==> src/design/tccw_pkg.sv <==
`timescale 1ns / 1ps
// Shared types and constants for the text console cell writer.
// No dependencies; the other files, except tccw_ram, refer to this package by scoped names.
package tccw_pkg;

	localparam int COLS   = 80;
	localparam int ROWS   = 25;
	localparam int CELLS  = COLS * ROWS;
	localparam int ADDR_W = $clog2(CELLS);
	localparam int COL_W  = 7;
	localparam int ROW_W  = 5;
	localparam int CHAR_W = 8;
	localparam int CELL_W = 16;

	localparam logic [CHAR_W-1:0] CH_NEWLINE   = 8'd10;
	localparam logic [CHAR_W-1:0] CH_BACKSPACE = 8'd8;
	localparam logic [CHAR_W-1:0] BLANK_CHAR   = 8'h20;
	localparam logic [CHAR_W-1:0] TEXT_ATTR    = 8'h0F;
	localparam logic [CELL_W-1:0] BLANK_CELL   = {BLANK_CHAR, TEXT_ATTR};

	typedef enum logic [1:0] {
		MODE_PUT   = 2'd0,
		MODE_SET   = 2'd1,
		MODE_CLEAR = 2'd2,
		MODE_READ  = 2'd3
	} mode_t;

	typedef enum logic [2:0] {
		ST_INIT,
		ST_IDLE,
		ST_EXEC,
		ST_RDWAIT,
		ST_SCROLL,
		ST_TAIL,
		ST_BLANK,
		ST_EMIT
	} state_t;

	// controller -> datapath
	typedef struct packed {
		logic take;       // latch the accepted item
		logic exec;       // apply the item to cursor / store
		logic rd_capture; // capture read data into the result
		logic copy_rd;    // scroll: read cell cnt+COLS, write it to cnt next cycle
		logic blank_wr;   // blank cell cnt
		logic cnt_clr;
		logic emit;       // load the output register
	} dp_cmd_t;

	// datapath -> controller
	typedef struct packed {
		mode_t mode;
		logic  wrap;      // current put runs past the last cell
		logic  copy_end;
		logic  blank_end;
		logic  out_busy;
	} dp_stat_t;

endpackage

==> src/design/tccw_ctrl.sv <==
`timescale 1ns / 1ps
// Sequencer for the console: item execution, scroll copy, blanking sweeps.
// Depends on tccw_pkg (state, command and status types).
module tccw_ctrl (
	input  logic                clk,
	input  logic                arst_n,
	input  logic                req_valid,
	output logic                req_ready,
	input  tccw_pkg::dp_stat_t  stat,
	output tccw_pkg::dp_cmd_t   cmd
);

	tccw_pkg::state_t state_q, state_d;

	always_ff @(posedge clk or negedge arst_n) begin
		if (!arst_n) begin
			state_q <= tccw_pkg::ST_INIT;
		end else begin
			state_q <= state_d;
		end
	end

	always_comb begin
		state_d = state_q;
		case (state_q)
			tccw_pkg::ST_INIT: begin
				if (stat.blank_end) state_d = tccw_pkg::ST_IDLE;
			end
			tccw_pkg::ST_IDLE: begin
				if (req_valid) state_d = tccw_pkg::ST_EXEC;
			end
			tccw_pkg::ST_EXEC: begin
				case (stat.mode)
					tccw_pkg::MODE_PUT:   state_d = stat.wrap ? tccw_pkg::ST_SCROLL
					                                          : tccw_pkg::ST_EMIT;
					tccw_pkg::MODE_SET:   state_d = tccw_pkg::ST_EMIT;
					tccw_pkg::MODE_CLEAR: state_d = tccw_pkg::ST_BLANK;
					tccw_pkg::MODE_READ:  state_d = tccw_pkg::ST_RDWAIT;
					default:              state_d = tccw_pkg::ST_EMIT;
				endcase
			end
			tccw_pkg::ST_RDWAIT: state_d = tccw_pkg::ST_EMIT;
			tccw_pkg::ST_SCROLL: begin
				if (stat.copy_end) state_d = tccw_pkg::ST_TAIL;
			end
			tccw_pkg::ST_TAIL: state_d = tccw_pkg::ST_BLANK;
			tccw_pkg::ST_BLANK: begin
				if (stat.blank_end) state_d = tccw_pkg::ST_EMIT;
			end
			tccw_pkg::ST_EMIT: begin
				if (!stat.out_busy) state_d = tccw_pkg::ST_IDLE;
			end
			default: state_d = tccw_pkg::ST_INIT;
		endcase
	end

	always_comb begin
		cmd       = '0;
		req_ready = 1'b0;
		case (state_q)
			tccw_pkg::ST_INIT:   cmd.blank_wr = 1'b1;
			tccw_pkg::ST_IDLE: begin
				req_ready = 1'b1;
				cmd.take  = req_valid;
			end
			tccw_pkg::ST_EXEC: begin
				cmd.exec    = 1'b1;
				cmd.cnt_clr = 1'b1;
			end
			tccw_pkg::ST_RDWAIT: cmd.rd_capture = 1'b1;
			tccw_pkg::ST_SCROLL: cmd.copy_rd    = 1'b1;
			tccw_pkg::ST_TAIL:   cmd            = '0; // last copy write drains
			tccw_pkg::ST_BLANK:  cmd.blank_wr   = 1'b1;
			tccw_pkg::ST_EMIT:   cmd.emit       = !stat.out_busy;
			default:             cmd            = '0;
		endcase
	end

endmodule

==> config.mk <==
export PLATFORM = sky130hd
export DESIGN_NAME = tccw_ctrl
export DESIGN_NICKNAME = d
export VERILOG_FILES = /design/src/design/tccw_pkg.sv /design/src/design/tccw_ctrl.sv
export SDC_FILE = /design/constraint.sdc
export NUM_CORES = 1
export LEC_CHECK = 0
export BUFFER_PORTS_ARGS = -buffer_cell sky130_fd_sc_hd__buf_2
export CORE_AREA = 8 8 45 47
export DETAILED_ROUTE_END_ITERATION = 12
export DIE_AREA = 0 0 53 55
export HOLD_SLACK_MARGIN = 0.06
export SETUP_SLACK_MARGIN = 0.4
export SLEW_MARGIN = 15
export SYNTH_ARGS = -nofsm -noshare
export SYNTH_HDL_FRONTEND = slang
export SYNTH_SLANG_ARGS = --single-unit
==> constraint.sdc <==
create_clock -name clk -period 1.14 [get_ports clk]
set_input_delay 0.171 -clock clk [delete_from_list [all_inputs] [get_ports clk]]
set_output_delay 0.171 -clock clk [all_outputs]
set_load 0.03 [all_outputs]
Word level (Yosys, flattened, before mapping)
Index checks and enable logic that the tools add are counted.

word-level totals
  register bits = 3
  input port bits = 9
  logic and storage cells = 36
  output and inout port bits = 8

cells by class
  equality and inequality tests = 15
  mux-type cells = 15
  reductions and logical operators = 5

operator list
  kind                number
  $pmux 3 s8          1
  $mux 3              5
  $eq 3x3->1 const B  4
  $pmux 3 s4          1
  $ne 2x2->1 const B  5
  $mux 1              7
  $eq 3x2->1 const B  2
  $reduce_and 5->1    1
  $eq 2x2->1 const B  2
  $eq 3x1->1 const B  1
  $logic_not 3->1     1
  $eq 2x1->1 const B  1
  $logic_not 2->1     1
  $mux 2              1
  $reduce_or 2->1     1
  $logic_not 1->1     1

Longest topological paths before layout
Gate-level depths: netlist of the first run.

  depth after elaboration = 3
  gate-level depth with buffers = 4
  gate-level depth less buffers = 3

Worst setup path after synthesis of the first run
No wires, ideal clock.

  path type = reg-to-output
  start point = register state_q[1]
  end point = output port cmd[6] (netlist bit)
  data required time = 0.969 ns
  stages on the path, launching flop included = 4
  buffers on the path = 1
  slack = -0.766 ns
  arrival time = 1.735 ns
  path through = dfrtp_1 -> buf_2 -> nor3b_1 -> and2_1

RTL lines
  item                      line             text
  start: declaration        tccw_ctrl.sv:13  tccw_pkg::state_t state_q, state_d;
  start signal: assignment  tccw_ctrl.sv:17  state_q <= tccw_pkg::ST_INIT;
  start signal: assignment  tccw_ctrl.sv:19  state_q <= state_d;
  end: declaration          tccw_ctrl.sv:10  output tccw_pkg::dp_cmd_t cmd

==> load_flow_metrics.sql, run 1 <==
INSERT INTO impl_metrics (metric_group, metric, value, unit) VALUES
('outcome', 'outcome', 'complete, but fails checks', ''),
('outcome', 'violations', 'setup timing', ''),
('pwr', 'cellLeakagePower', '0.272', 'nW'),
('timing', 'timing.clock.skew', '0.000826', 'ns'),
('synth', 'yosys.area_share.simple', '41.2', '%'),
('placed_design', 'placement.setup.worst_slack', '-0.126', 'ns'),
('finish', 'area_growth_from_synthesis_to_final_layout', '130', '%'),
('clocking', 'clk_slew_on_worst_s_h_paths', '0.04', 'ns'),
('global_routing', 'pin_count_of_the_biggest_net_entering_global_routing', '8', ''),
('timing', 'timing.final.setup_violations', '10', ''),
('finish', 'diodes', '0', ''),
('synth', 'async_s_r_ff_share_synth', '100', '%'),
('detailed_routing', 'post_drt_wl_per_cell', '12.4', 'um'),
('detailed_routing', 'finalWirelength', '965', 'um'),
('finish', 'max_ffs_per_register', '3', ''),
('global_routing', 'track_usage', '7.17', '%'),
('floorplan', 'chipWidth', '53', 'um'),
('worst_setup_path', 'reg2regPathDepth', '4', ''),
('clocking', 'num_cts_buffers', '3', ''),
('detailed_routing', 'drtIter0Drc', '3', ''),
('synth', 'synth-warning-count', '0', ''),
('synth', 'synth_fp_nets', '40', ''),
('finish', 'most_common_cell_after_layout_fill_and_taps_aside', 'sky130_fd_sc_hd__buf_4', ''),
('detailed_routing', 'vias_per_cell', '4.29', ''),
('worst_setup_path', 'required', '0.97', 'ns'),
('worst_setup_path', 'critPathArrivalTime', '1.24', 'ns'),
('synth', 'netlist_instances', '31', ''),
('floorplan', 'initial_standard_cell_utilization_of_the_core', '18.0', '%'),
('detailed_routing', 'route.antenna.remaining_nets', '0', ''),
('floorplan', 'die_area', '2920', 'sq um'),
('placed_design', 'gp_congestion', '0.770', ''),
('synth', 'dominant_combinational_cell_family_by_area_after_synthesis', 'simple AND/OR/NAND/NOR gates', ''),
('pwr', 'power_density', '2680', 'nW/um^2'),
('synth', 'synth_cell_type_count', '18', ''),
('synth', 'yosysSeqAreaShare', '30.2', '%'),
('clocking', 'cts_tree', 'done', ''),
('finish', 'reg.largest.list', 'state_q: 3 flops', ''),
('placed_design', 'dpl.hpwl', '619', 'um'),
('global_routing', 'globalRouteOverflowTotal', '0', ''),
('floorplan', 'placement_rows', '14', ''),
('placed_design', 'portBuffers', '16', ''),
('floorplan', 'top_level_ports', '17', ''),
('timing', 'timing_worst_slew_pin_value', '0.212', 'ns'),
('timing', 'tns', '-2.09', 'ns'),
('synth', 'main_synth_ff_type', 'sky130_fd_sc_hd__dfrtp_1', ''),
('global_routing', 'initial_antenna_violation_count', '0', ''),
('synth', 'synth-adder-area-share', '0', '%'),
('worst_setup_path', 'critPathKind', 'reg2out', ''),
('timing', 'clock.fmax', '710', 'MHz'),
('worst_hold_path', 'hold_path_class', 'in2async', ''),
('timing', 'final_critical_path_setup_slack', '-0.269', 'ns'),
('pwr', 'ir_worst_vdd', '0.814', 'mV'),
('detailed_routing', 'vias', '335', ''),
('clocking', 'cts.htree.levels', '1', ''),
('synth', 'synth_enable_flop_cells', '0', ''),
('timing', 'worst_case_headroom_to_the_max_slew_limit', '85.7', '%'),
('floorplan', 'floorplan.die.height', '55', 'um'),
('finish', 'largest_register', 'state_q', ''),
('timing', 'grt_setup_unrepaired', 'yes', ''),
('detailed_routing', 'dr.pass1.iters', '2', ''),
('finish', 'fin_nets', '72', ''),
('timing', 'final-max-slew-violation-count', '0', ''),
('worst_setup_path', 'endpoint_class_of_the_critical_path', 'output port', ''),
('synth', 'per_instance_average_area_after_synthesis', '8.03', 'sq um'),
('global_routing', 'grt_pass1_vias', '357', ''),
('synth', 'synth_xor_area_share', '3.52', '%'),
('finish', 'layout-drive-gt1-share', '72.6', '%'),
('synth', 'synth-compound-area-share', '12.1', '%'),
('detailed_routing', 'route.detailed.drc', '0', ''),
('synth', 'muxShareOfSynthArea', '4.02', '%'),
('synth', 'mappedNetlistArea', '249', 'sq um');
what timing repair did:
| action | in CTS | in global routing |
|---|---|---|
| endpoints found under the hold margin | 3 | 0 |
| buffers inserted | 7 | 0 |
| endpoints found under the setup margin | 11 | 11 |
| gates resized for setup | 17 | 2 |
| pin swaps | 2 | 0 |
| hold buffers | 1 | 0 |
logic make-up after synthesis:
| kind of cell | Yosys count |
|---|---|
| mux | 1 |
| buf+inv | 4 |
| compound gates | 5 |
| xor+xnor | 1 |
| flops | 3 |
| simple gates | 17 |
path summary, 6_finish.rpt:
| path | from | endpoint | slack (ns) |
|---|---|---|---|
| setup / recovery | state_q[2]$_DFFE_PN0P_ | cmd[6] | -0.27 |
| min in group clk | stat[3] | state_q[0]$_DFFE_PN0P_ | 0.32 |
| setup reg to reg | state_q[2]$_DFFE_PN0P_ | state_q[1]$_DFFE_PN0P_ | -0.24 |
| max in group asynchronous | arst_n | state_q[0]$_DFFE_PN0P_ | 0.76 |
| hold reg to reg | state_q[0]$_DFFE_PN0P_ | state_q[0]$_DFFE_PN0P_ | 0.67 |
| hold / removal | arst_n | state_q[1]$_DFFE_PN0P_ | 0.27 |
metrics by stage:
| stage | power [mW] | hold WS (ns) | std cells | util (%) | area, sq um |
|---|---|---|---|---|---|
| 2_1_floorplan | 0.781 | -0.125 | 31 | - | 295 |
| 6_report | 1.53 | 0.268 | 78 | 41.3 | 572 |
| 3_5_place_dp | 1.04 | -0.0304 | 66 | 30.9 | 428 |
| 4_1_cts | 1.52 | 0.260 | 78 | 40.8 | 564 |
| 5_1_grt | 1.63 | 0.267 | 78 | 41.3 | 572 |
| 3_3_place_gp | 1.03 | -0.0307 | 66 | 30.9 | 428 |
Yosys cell counts (all sizes together), types with 2 or more instances:
| library cell | count | share of area (%) |
|---|---|---|
| a21oi | 2 | 4.0 |
| buf | 4 | 9.0 |
| dfrtp | 3 | 30 |
| nor2 | 5 | 7.5 |
| nor3 | 4 | 8.0 |
| nor3b | 2 | 6.0 |
critical path, stage by stage (launching register included):
cell,delay (ns)
sky130_fd_sc_hd__dfrtp_1,0.41
sky130_fd_sc_hd__buf_12,0.16
sky130_fd_sc_hd__nor3b_4,0.17
sky130_fd_sc_hd__and2_4,0.16
sky130_fd_sc_hd__buf_6,0.12
final cells by class:
type                    instances  area [sq um]
well taps                      16          20.0
multi-input cells              24           203
clock buffers                   4          26.3
flip-flops and latches          3          77.6
fillers                       148           812
repair buffers                 31           245
layer usage:
metal | track usage [%] | wire, um
met3 | 3.74 | 72
met1 | 7.18 | 373
met2 | 11.9 | 519
met5 | 0 | 0
met4 | 3.88 | 0
report_power, final:
part	internal, mW	switching (mW)
Sequential	0.162	0.0919
Clock	0.131	0.0503
Combinational	0.589	0.510
Total	0.882	0.652
Note: power is estimated with default switching activity, not from simulation.
==> run 2, diff against run 1 <==
--- a/config.mk
+++ b/config.mk
@@ -7,6 +7,7 @@
 export LEC_CHECK = 0
 export BUFFER_PORTS_ARGS = -buffer_cell sky130_fd_sc_hd__buf_2
 export CORE_AREA = 8 8 45 47
+export CTS_BUF_LIST = sky130_fd_sc_hd__clkbuf_16
 export DETAILED_ROUTE_END_ITERATION = 12
 export DIE_AREA = 0 0 53 55
 export HOLD_SLACK_MARGIN = 0.06
==> run 2 against run 1 <==
  * The run still ends with setup timing left
  * Combinational power about the same
  * Critical path type unchanged
  * Global-route usage up 0.44 points
  * Flip-flop and latch count unchanged
  * Final cell count unchanged
  * Routed wire length down 1.9%
  * Clock power rose to 3.0 times the previous value
  * Utilization up 3.9 points
  * Hold slack better by 0.0047 ns
==> load_flow_metrics.sql, run 2 (synthesis results as in run 1) <==
INSERT INTO impl_metrics (metric_group, metric, value, unit) VALUES
('clocking', 'cts_tree', 'done', ''),
('floorplan', 'initial_standard_cell_utilization_of_the_core', '18.0', '%'),
('timing', 'fin_worst_hold_slack', '0.273', 'ns'),
('global_routing', 'grt_pass1_vias', '367', ''),
('global_routing', 'pin_count_of_the_biggest_net_entering_global_routing', '8', ''),
('timing', 'final_critical_path_setup_slack', '-0.257', 'ns'),
('detailed_routing', 'dr.pass1.iters', '2', ''),
('clocking', 'cts-root-buf', 'sky130_fd_sc_hd__clkbuf_16', ''),
('finish', 'fin_nets', '72', ''),
('outcome', 'violations', 'setup timing', ''),
('placed_design', 'gp_congestion', '0.770', ''),
('detailed_routing', 'vias_per_cell', '4.24', ''),
('worst_setup_path', 'critPathArrivalTime', '1.23', 'ns'),
('outcome', 'outcome', 'complete, but fails checks', ''),
('finish', 'largest_register', 'state_q', ''),
('finish', 'area_growth_from_synthesis_to_final_layout', '151', '%'),
('floorplan', 'placement_rows', '14', ''),
('finish', 'multiInputGateArea', '205', 'sq um'),
('flow_run', 'cap_violations', '0', ''),
('finish', 'layout-drive-gt1-share', '74.2', '%'),
('timing', 'hold_viol_final', '0', ''),
('global_routing', 'track_usage', '7.61', '%'),
('finish', 'max_ffs_per_register', '3', ''),
('detailed_routing', 'finalWirelength', '947', 'um'),
('detailed_routing', 'route.detailed.drc', '0', ''),
('placed_design', 'dpl.hpwl', '619', 'um'),
('finish', 'diodes', '0', ''),
('clocking', 'cts.htree.levels', '1', ''),
('worst_setup_path', 'required', '0.97', 'ns'),
('detailed_routing', 'post_drt_wl_per_cell', '12.1', 'um'),
('worst_setup_path', 'crit_chain', 'buf_12 > nor3b_4 > and2_4 > buf_6', ''),
('finish', 'final.fill_count', '137', ''),
('pwr', 'cellLeakagePower', '0.300', 'nW'),
('timing', 'timing_worst_slew_pin_value', '0.218', 'ns'),
('timing', 'final-max-slew-violation-count', '0', ''),
('timing', 'min_period_over_period', '123', '%'),
('timing', 'grt_setup_unrepaired', 'yes', ''),
('timing', 'timing.clock.skew', '0.00172', 'ns'),
('pwr', 'power_density', '3010', 'nW/um^2'),
('global_routing', 'globalRouteOverflowTotal', '0', ''),
('placed_design', 'portBuffers', '16', ''),
('clocking', 'clk_path_buf_depth', '2', ''),
('floorplan', 'floorplan.die.height', '55', 'um'),
('finish', 'reg.largest.list', 'state_q: 3 flops', ''),
('timing', 'worst_case_headroom_to_the_max_slew_limit', '85.4', '%'),
('worst_setup_path', 'slowest_stage', 'sky130_fd_sc_hd__dfrtp_1', ''),
('worst_setup_path', 'endpoint_class_of_the_critical_path', 'output port', ''),
('worst_setup_path', 'critPathKind', 'reg2out', ''),
('floorplan', 'chipWidth', '53', 'um'),
('timing', 'timing.final.setup_violations', '10', ''),
('global_routing', 'initial_antenna_violation_count', '0', ''),
('worst_setup_path', 'cp-start-kind', 'flip-flop', ''),
('timing', 'clock.fmax', '716', 'MHz'),
('detailed_routing', 'vias', '331', ''),
('pwr', 'ir_worst_vdd', '1.12', 'mV'),
('clocking', 'clock_latency', '0.22', 'ns'),
('clocking', 'clk_slew_on_worst_s_h_paths', '0.03', 'ns'),
('detailed_routing', 'route.antenna.remaining_nets', '0', ''),
('worst_setup_path', 'critical-path-max-stage-delay', '0.40', 'ns'),
('worst_setup_path', 'cp_max_fo', '7', ''),
('finish', 'final-seq-area', '77.6', 'sq um'),
('placed_design', 'placement.setup.worst_slack', '-0.126', 'ns'),
('timing', 'final.min_clock_period', '1.40', 'ns'),
('finish', 'layout_common_cells', 'sky130_fd_sc_hd__buf_4, sky130_fd_sc_hd__buf_2, sky130_fd_sc_hd__buf_6, sky130_fd_sc_hd__nor3_1, sky130_fd_sc_hd__clkbuf_16', ''),
('clocking', 'num_cts_buffers', '3', ''),
('floorplan', 'die_area', '2920', 'sq um'),
('floorplan', 'core_area', '1380', 'sq um'),
('detailed_routing', 'drtIter0Drc', '3', ''),
('global_routing', 'grt_pass1_wl', '1560', 'um'),
('finish', 'most_common_cell_after_layout_fill_and_taps_aside', 'sky130_fd_sc_hd__buf_4', ''),
('clocking', 'cts.sinks', '3', ''),
('worst_hold_path', 'hold_path_class', 'in2async', ''),
('floorplan', 'top_level_ports', '17', '');
==> run 2: what timing repair did <==
item / 4_1_cts / 5_1_grt
hold buffers: 1 / 0
buffers inserted: 6 / 1
pin swaps: 2 / 1
cloned: 0 / 0
gates resized for setup: 17 / 3
endpoints found under the hold margin: 3 / 0
endpoints found under the setup margin: 11 / 11
==> run 2: per-stage QoR <==
step	setup TNS, ns	power (mW)	std cells	util (%)	cell area [sq um]
2_1_floorplan	-0.237	0.781	31	-	295
3_3_place_gp	-0.833	1.03	66	30.9	428
3_5_place_dp	-0.838	1.04	66	30.9	428
4_1_cts	-2.04	1.85	77	43.9	608
5_1_grt	-2.43	1.99	78	45.2	626
6_report	-1.95	1.88	78	45.2	626
==> run 2: path summary, 6_finish.rpt <==
kind,depth (start not counted),startpoint,slack (ns),to
min reg2reg,2,state_q[0]$_DFFE_PN0P_,0.68,state_q[0]$_DFFE_PN0P_
max,4,state_q[2]$_DFFE_PN0P_,-0.26,cmd[6]
min,2,arst_n,0.27,state_q[1]$_DFFE_PN0P_
min in group clk,3,req_valid,0.31,state_q[1]$_DFFE_PN0P_
max in group asynchronous,2,arst_n,0.75,state_q[0]$_DFFE_PN0P_
max reg2reg,4,state_q[2]$_DFFE_PN0P_,-0.21,state_q[1]$_DFFE_PN0P_
==> run 2: metal layers <==
layer	routed length, um	global-route usage (%)	part of all wire, %
met1	370	7.49	39
met3	72	5.35	7.6
met2	505	11.3	53
met4	0	5.17	0
met5	0	0	0
==> run 2: layout make-up <==
class | count | share of cell area (%)
Timing Repair Buffer | 31 | 39.0
Sequential cell | 3 | 12.4
Clock inverter | 1 | 0.600
Tap cell | 16 | 3.20
Multi-Input combinational cell | 24 | 32.8
Clock buffer | 3 | 12.0
==> run 2: worst max-delay path: cells and delay by family (launching register included) <==
kind | cells | cell delay, ns
buf+inv | 2 | 0.27
flops | 1 | 0.40
simple gates | 2 | 0.32
==> run 2: report_power, final <==
| part | switching (mW) | internal, mW | total (mW) |
|---|---|---|---|
| registers | 0.0880 | 0.163 | 0.251 |
| logic | 0.508 | 0.587 | 1.09 |
| clock network | 0.0879 | 0.451 | 0.539 |
| total | 0.684 | 1.20 | 1.88 |
==> run 3, diff against run 2 <==
==> constraint.sdc (replaced) <==
create_clock -name clk -period 1.34 [get_ports clk]
set_input_delay 0.201 -clock clk [delete_from_list [all_inputs] [get_ports clk]]
set_output_delay 0.201 -clock clk [all_outputs]
set_load 0.03 [all_outputs]
==> run 3 against run 2 <==
  * The flow still finishes with violations (setup timing)
  * Largest power group unchanged
  * Via count up 6.6%
  * Global-route usage up 0.54 points
  * Highest routed layer is now met4
  * Clock-buffer cell count unchanged
  * Largest cell class unchanged
  * Clock skew down 0.0013 ns
  * Sequential share of layout area about the same
  * Routed wire length up 4.3%
  * Final cell count down 1.3%
  * Combinational power down 14%
  * Flip-flop and latch count unchanged
  * Sequential power down 2%
==> load_flow_metrics.sql, run 3 (synthesis results as in run 1) <==
INSERT INTO impl_metrics (metric_group, metric, value, unit) VALUES
('worst_setup_path', 'r2r_start', 'state_q[2]$_DFFE_PN0P_', ''),
('timing', 'timing.clock.skew', '0.000450', 'ns'),
('timing', 'min_period_over_period', '103', '%'),
('finish', 'postLayoutCoreUtil', '46.1', '%'),
('floorplan', 'floorplan.die.height', '55', 'um'),
('detailed_routing', 'vias', '353', ''),
('finish', 'largest_register', 'state_q', ''),
('detailed_routing', 'post_drt_wl_per_cell', '12.8', 'um'),
('timing', 'worst_case_headroom_to_the_max_slew_limit', '86.1', '%'),
('floorplan', 'top_level_ports', '17', ''),
('finish', 'diodes', '0', ''),
('placed_design', 'portBuffers', '16', ''),
('detailed_routing', 'dr.pass1.iters', '4', ''),
('pwr', 'power_density', '2590', 'nW/um^2'),
('pwr', 'netSwitchingFraction', '37.2', '%'),
('floorplan', 'chipWidth', '53', 'um'),
('timing', 'fin_worst_hold_slack', '0.307', 'ns'),
('worst_setup_path', 'cp-start-kind', 'flip-flop', ''),
('global_routing', 'globalRouteOverflowTotal', '0', ''),
('pwr', 'cellLeakagePower', '0.307', 'nW'),
('finish', 'layout.cells.non_filler', '77', ''),
('detailed_routing', 'finalWirelength', '988', 'um'),
('finish', 'reg.largest.list', 'state_q: 3 flops', ''),
('global_routing', 'pin_count_of_the_biggest_net_entering_global_routing', '9', ''),
('timing', 'timing_worst_slew_pin_value', '0.208', 'ns'),
('finish', 'max_ffs_per_register', '3', ''),
('clocking', 'clk_path_buf_depth', '2', ''),
('clocking', 'cts-root-buf', 'sky130_fd_sc_hd__clkbuf_16', ''),
('timing', 'final-max-slew-violation-count', '0', ''),
('finish', 'fin_nets', '71', ''),
('outcome', 'outcome', 'complete, but fails checks', ''),
('floorplan', 'placement_rows', '14', ''),
('outcome', 'violations', 'setup timing', ''),
('global_routing', 'grt.met2_usage', '12.7', '%'),
('worst_setup_path', 'endpoint_class_of_the_critical_path', 'output port', ''),
('clocking', 'cts.htree.levels', '1', ''),
('finish', 'area_growth_from_synthesis_to_final_layout', '156', '%'),
('timing', 'tns', '-0.139', 'ns'),
('pwr', 'power.share.combinational', '56.7', '%'),
('worst_setup_path', 'critPathArrivalTime', '1.18', 'ns'),
('finish', 'final.fill_count', '132', ''),
('clocking', 'num_cts_buffers', '3', ''),
('worst_hold_path', 'hold_path_class', 'in2async', ''),
('worst_setup_path', 'required', '1.14', 'ns'),
('detailed_routing', 'vias_per_cell', '4.58', ''),
('placed_design', 'dpl.hpwl', '591', 'um'),
('clocking', 'clock_latency', '0.23', 'ns'),
('clocking', 'cts.sinks', '3', ''),
('global_routing', 'track_usage', '8.16', '%'),
('detailed_routing', 'drtIter0Drc', '6', ''),
('clocking', 'cts_tree', 'done', ''),
('pwr', 'register_share_of_total_power', '14.8', '%'),
('clocking', 'clk_slew_on_worst_s_h_paths', '0.03', 'ns'),
('floorplan', 'die_area', '2920', 'sq um'),
('flow_run', 'cap_violations', '0', ''),
('finish', 'layout-drive-gt1-share', '75.4', '%'),
('global_routing', 'grt_met1_use', '7.48', '%'),
('pwr', 'pwr-share-clk', '28.5', '%'),
('pwr', 'ir_worst_vdd', '0.965', 'mV'),
('global_routing', 'grt_pass1_vias', '387', ''),
('timing', 'clock.fmax', '722', 'MHz'),
('placed_design', 'gp_congestion', '0.724', ''),
('pwr', 'report.power.total', '1.66', 'mW'),
('global_routing', 'gr-max-usage-layer', 'met2', ''),
('finish', 'multiInputGateArea', '218', 'sq um'),
('detailed_routing', 'route.detailed.drc', '0', ''),
('worst_setup_path', 'worst-r2r-setup-slack', '0.06', 'ns'),
('timing', 'final.min_clock_period', '1.38', 'ns'),
('global_routing', 'use_met3', '5.35', '%'),
('timing', 'final_critical_path_setup_slack', '-0.0445', 'ns'),
('worst_setup_path', 'critPathKind', 'reg2out', ''),
('timing', 'hold_viol_final', '0', ''),
('pwr', 'internal-power', '1.04', 'mW'),
('finish', 'final-seq-area', '78.8', 'sq um'),
('worst_setup_path', 'cp_max_fo', '7', ''),
('timing', 'timing.final.setup_violations', '5', ''),
('floorplan', 'core_area', '1380', 'sq um'),
('global_routing', 'initial_antenna_violation_count', '0', ''),
('worst_setup_path', 'reg2reg_to', 'state_q[1]$_DFFE_PN0P_', ''),
('global_routing', 'grt_pass1_wl', '1660', 'um'),
('timing', 'grt_setup_unrepaired', 'yes', ''),
('worst_setup_path', 'reg2regPathDepth', '3', ''),
('floorplan', 'initial_standard_cell_utilization_of_the_core', '18.0', '%'),
('placed_design', 'dp_cells', '62', ''),
('pwr', 'power.switching', '0.616', 'mW'),
('detailed_routing', 'route.antenna.remaining_nets', '0', ''),
('finish', 'layout_common_cells', 'sky130_fd_sc_hd__buf_6, sky130_fd_sc_hd__buf_4, sky130_fd_sc_hd__buf_2', '');
==> run 3: layout make-up <==
cell class | count | area share [%]
Clock buffer | 3 | 11.8
Clock inverter | 1 | 0.588
Multi-Input combinational cell | 24 | 34.1
Sequential cell | 3 | 12.4
Tap cell | 16 | 3.14
Timing Repair Buffer | 30 | 38.0
==> run 3: worst max-delay path by stage <==
stage,endpoint,cells after the start,startpoint
after floorplan,cmd[6],3,state_q[1]$_DFFE_PN0P_
after global placement,state_q[1]$_DFFE_PN0P_,3,state_q[2]$_DFFE_PN0P_
after detailed placement,state_q[1]$_DFFE_PN0P_,3,state_q[2]$_DFFE_PN0P_
after CTS,cmd[3],3,state_q[1]$_DFFE_PN0P_
after global routing,cmd[6],3,state_q[2]$_DFFE_PN0P_
final,cmd[6],3,state_q[2]$_DFFE_PN0P_
==> run 3: repair_timing <==
item                       in CTS  in global routing
setup endpoints to repair      11                 11
resized for setup              25                  3
hold endpoints to repair        3                  0
setup buffers                   6                  4
hold buffers                    1                  0
pin swaps                       2                  2
==> run 3: critical path: stages, from the launching register on <==
cell and delay [ns]:
sky130_fd_sc_hd__dfrtp_2 0.47, sky130_fd_sc_hd__nor3b_4 0.21, sky130_fd_sc_hd__and2_4 0.16, sky130_fd_sc_hd__buf_6 0.12
==> run 3: metal layers <==
layer  part of all wire, %  routed length, um
met4                   2.2                 22
met5                     0                  0
met2                    51                508
met3                   8.4                 83
met1                    38                374
==> run 3: metrics by stage <==
step / area, sq um / setup slack, ns
after floorplan: 295 / -0.0491
after detailed placement: 385 / 0.0292
after global routing: 638 / -0.101
final: 638 / -0.0445
after CTS: 594 / -0.0514
after global placement: 385 / 0.0340
==> run 3: power groups by stage <==
| stage | clock, mW | combinational [mW] | sequential, mW |
|---|---|---|---|
| after floorplan | 0 | 0.513 | 0.151 |
| after global placement | 0 | 0.539 | 0.247 |
| after detailed placement | 0 | 0.548 | 0.251 |
| after CTS | 0.477 | 0.825 | 0.250 |
| after global routing | 0.492 | 1.00 | 0.256 |
| final | 0.471 | 0.939 | 0.245 |
